### src/grid_a_star_path_planner_core_macros.svh
// assertion macros for the grid path planner
`ifndef GRID_A_STAR_PATH_PLANNER_CORE_MACROS_SVH
`define GRID_A_STAR_PATH_PLANNER_CORE_MACROS_SVH
`ifndef SYNTHESIS
`define GAPP_ASSERT_IMM(label, clk, rst_n, ante, cons, msg) \
    label: assert property (@(posedge clk) disable iff (!rst_n) (ante) |-> (cons)) \
        else $error(msg);
`define GAPP_ASSERT_NXT(label, clk, rst_n, ante, cons, msg) \
    label: assert property (@(posedge clk) disable iff (!rst_n) (ante) |=> (cons)) \
        else $error(msg);
`else
`define GAPP_ASSERT_IMM(label, clk, rst_n, ante, cons, msg)
`define GAPP_ASSERT_NXT(label, clk, rst_n, ante, cons, msg)
`endif
`endif

### src/gapp_ram.sv
// generic single-write, single-read ram with registered read
module gapp_ram #(
    parameter int WIDTH = 8,
    parameter int DEPTH = 16
) (
    input  logic                     clk,
    input  logic                     we,
    input  logic [$clog2(DEPTH)-1:0] waddr,
    input  logic [WIDTH-1:0]         wdata,
    input  logic [$clog2(DEPTH)-1:0] raddr,
    output logic [WIDTH-1:0]         rdata
);

    logic [WIDTH-1:0] mem [DEPTH];

    always_ff @(posedge clk)
    begin
        if (we)
        begin
            mem[waddr] <= wdata;
        end
        rdata <= mem[raddr];
    end

endmodule

### config.mk
export PLATFORM = sky130hd
export DESIGN_NAME = gapp_ram
export DESIGN_NICKNAME = d
export VERILOG_FILES = /design/src/grid_a_star_path_planner_core_macros.svh /design/src/gapp_ram.sv
export SDC_FILE = /design/constraint.sdc
export NUM_CORES = 1
export LEC_CHECK = 0
export BUFFER_PORTS_ARGS = -buffer_cell sky130_fd_sc_hd__buf_4
export CORE_MARGIN = 2
export CORE_UTILIZATION = 60
export CTS_CLUSTER_SIZE = 25
export DETAILED_ROUTE_END_ITERATION = 8
export GPL_TIMING_DRIVEN = 0
export PLACE_DENSITY = 0.85
export REMOVE_ABC_BUFFERS = 1
export SYNTH_ARGS = -nofsm -noshare
export SYNTH_HDL_FRONTEND = slang
export SYNTH_SLANG_ARGS = --single-unit
### constraint.sdc
create_clock -name clk -period 2.3 [get_ports clk]
set_clock_uncertainty 0.15 [all_clocks]
set_input_delay 0.575 -clock clk [delete_from_list [all_inputs] [get_ports clk]]
set_output_delay 0.575 -clock clk [all_outputs]
set_load 0.05 [all_outputs]
### Yosys cells after proc, flatten, opt, wreduce, memory -nomap -nowiden

Memories as Yosys holds them, arrays and structs flattened. A register that Yosys moved wholly into a read port is not among the register bits.
Index checks and enable logic that the tools add are counted.

* memory bits (writable): 128
* memories: 1
* bits in registers: 0
* output and inout port bits: 8
* word-level logic and storage cells: 3
* bits of input ports: 18

* mux-type cells: 2

Memory list
* mem: depth 16, width 8, read ports 1, clocked after memory_dff 1, wr ports 1, line gapp_ram.sv:14 `logic [WIDTH-1:0] mem [DEPTH];`

Operator list (number)
* 1-bit two-way mux: 2

### Depth between registers and ports, before layout

* word-level depth: 2
* gate-level depth with buffers: 5
* mapped depth without buffers: 3

### Worst setup path after synthesis

No wires, ideal clock.

* path kind: in2reg
* from: in waddr[2]
* to: mem mem[0][0], enable pin
* data required time: 1.767 ns
* library setup time: 0.383 ns
* cell stages on the path: 2
* path slack: 0.082 ns
* arrival time: 1.685 ns
* path buffers: 0
* cell sequence: or3b_2 nor3_1

RTL lines
* start, declared: line gapp_ram.sv:8 `input logic [$clog2(DEPTH)-1:0] waddr,`
* end, declared: line gapp_ram.sv:14

Straight into the memory's write port.

### Worst setup path after layout

* from: in waddr[2]
* to: mem mem[1][4], enable pin

Straight into the memory's write port.

==> impl_metrics.yaml <==
status:
  status: "finished, final reports clean"
global_routing:
  track_usage_pct: 21.8
  grt_use_met2_pct: 34.0
  grt_pass1_wl_um: 14500
  grt_overflow_total: 0
  top_usage_layer: "met2"
  grt_pass1_vias: 2523
  use_met1_pct: 28.6
  antenna_found_initial: 0
  use_met3_pct: 7.30
  grt_max_degree: 33
clock_network:
  cts-htree-levels: 4
  cts_buffer_depth: 2
  hold_buffers: 0
  clk_pin_slew_ns: 0.07
  root_buffer: "clkbuf_8"
  insertion_delay_ns: 0.52
  cts_setup_buffers: 0
  numCtsBuffers: 17
  ctsResizeCount: 0
  cts_tree: "built"
  cts_num_sinks: 136
logic_synthesis:
  yosysWarningCount: 0
  syn_avg_cell_area_um2: 22.5
  ys_seq_area_share_pct: 77.8
  syn_area_um2: 5150
  yosys.cell_types.count: 19
  ys_ff_latch: 136
  syn_inst: 229
timing:
  worstMarginPinSlew_ns: 0.952
  whs_ns: 0.206
  slew_headroom_pct: 36.3
  setup_viol: 0
  min_period_over_period_pct: 83.9
  fin_crit_ns: 1.93
  drv_slew: 0
  hold_viol: 0
  fmax_ghz: 0.518
  grt_setup_unrepaired: "no"
power_and_ir_drop:
  p_comb_share_pct: 5.6
  peakVddDrop_mv: 0.801
  power.share.clock_pct: 44.7
  p_per_area_nw_per_um2: 941
  p_sw_mw: 1.27
  swShare_pct: 22.6
  finalPower_mw: 5.60
  leakage_nw: 1.98
  p_seq_share_pct: 49.7
  power.internal_mw: 4.34
die:
  die_w_um: 96.6
  initial_core_util_pct: 62.3
  io_pins: 26
  die_area_um2: 9340
  row_count: 33
  coreArea_um2: 8260
  chipHeight_um: 96.6
final_layout:
  mostFrequentLayoutCells: "edfxtp_1, buf_4, mux4_2"
  fin_nets: 282
  fin_util_pct: 72.1
  drive_gt1_share_pct: 28.5
  final_common_cell: "edfxtp_1"
  antenna_cells: 0
  final_cell_count_no_fill: 382
  area_delta_synth_final_pct: 15.7
worst_hold_path:
  hold_path_class: "in2reg"
  worstHoldEndpoint: "mem[0][3]"
  hold-path-cell-count: 1
  hp-start: "wdata[3]"
critical_path:
  crit_arrival_ns: 1.92
  startpoint_type: "primary input"
  r2r_slack_ns: 0.71
  crit_chain: "buf_4, or3b_2, nor2_1"
  critPathKind: "in2reg"
  required_ns: 2.29
  cp_max_fo: 8
  critPathBufInv: 1
  rr_startpoint: "mem[1][3]"
  crit_family: "simple AND/OR/NAND/NOR gates"
  slowest_delay_ns: 0.71
  r2r_cells: 3
  reg2reg_to: "rdata[3]"
  crit_slowest_cell: "nor2_1"
  end_kind: "flop"
detailed_routing:
  routed_via_density: 6.27
  route.detailed.drc: 0
  drtIter0Drc: 162
  wl_per_cell_um: 24.8
  ant_nets: 0
  finalWirelength_um: 9460
  vias: 2396
  dr.pass1.iters: 4
placed_design:
  dp_cells: 350
  portBuffers: 25
  gp_congestion: 0.755
  hpwl_um: 5410
run:
  max_cap_violations: 0
==> cells by family (layout without fill, tap and decap cells) <==
group	after synthesis	after routing	share of synthesized area, %
muxes	32	32	15.0
AOI/OAI and AO/OA	16	16	2.33
DFF	136	136	77.8
buffers and inverters	10	58	1.68
and+or+nand+nor	35	35	3.18
==> worst max-delay path by stage <==
stage | from | endpoint | slack [ns] | cells after the start
2_1_floorplan | waddr[2] | mem[0][0] | 0.08 | 2
3_3_place_gp | waddr[2] | mem[0][6] | -0.58 | 3
3_5_place_dp | waddr[2] | mem[8][7] | -0.38 | 3
4_1_cts | waddr[2] | mem[8][4] | 0.17 | 3
5_1_grt | waddr[2] | mem[1][4] | 0.27 | 3
6_report | waddr[2] | mem[1][4] | 0.37 | 3
==> layer usage <==
metal,wire [µm],share of wire (%),up-vias
li1,-,-,1048
met1,3860,41,1241
met2,4710,50,94
met3,718,7.6,13
met4,167,1.8,0
met5,0,0,-
==> flip-flops by register name, indices dropped and copies added, names as in the netlist <==
signal	cells
rdata	8
mem	128
==> Yosys cell counts <==
master | n | share of area, %
edfxtp_1 | 128 | 75
mux4_2 | 18 | 7.9
a22oi_1 | 16 | 2.3
mux4_1 | 14 | 7.1
nor2_1 | 13 | 0.95
nand2_1 | 9 | 0.66
dfxtp_1 | 8 | 3.1
nor3_1 | 4 | 0.39
buf_2 | 3 | 0.29
buf_6 | 3 | 0.66
clkdlybuf4s25_2 | 3 | 0.58
nand2b_1 | 2 | 0.24
nand3b_1 | 2 | 0.29
and2_1 | 1 | 0.12
and2b_1 | 1 | 0.15
buf_4 | 1 | 0.15
nand3_1 | 1 | 0.097
nor2b_1 | 1 | 0.12
or3b_2 | 1 | 0.17
==> final cells by class <==
cell class / count / area (µm²)
multi-input combinational: 83 / 1070
sequential: 136 / 4000
timing repair buffer: 26 / 193
fill: 460 / 2300
clock buffer: 17 / 414
clock inverter: 15 / 143
tap: 105 / 131
==> power groups by stage <==
| stage | Combinational, mW | Sequential [mW] | Clock, mW |
|---|---|---|---|
| final | 0.313 | 2.79 | 2.50 |
| after global routing | 0.333 | 2.79 | 2.64 |
| after CTS | 0.313 | 2.79 | 2.53 |
| after detailed placement | 0.308 | 2.84 | 0 |
| after global placement | 0.301 | 2.84 | 0 |
| after floorplan | 0.111 | 2.89 | 0 |
==> per-stage QoR <==
| stage | setup slack [ns] | instance area, µm² | TNS [ns] |
|---|---|---|---|
| after global routing | 0.269 | 5960 | 0 |
| after global placement | -0.577 | 5380 | -12.28 |
| after CTS | 0.172 | 5940 | 0 |
| final | 0.370 | 5960 | 0 |
| after floorplan | 0.0821 | 5060 | 0 |
| after detailed placement | -0.378 | 5390 | -11.94 |
No activity file was read; power rests on OpenSTA's default activity.
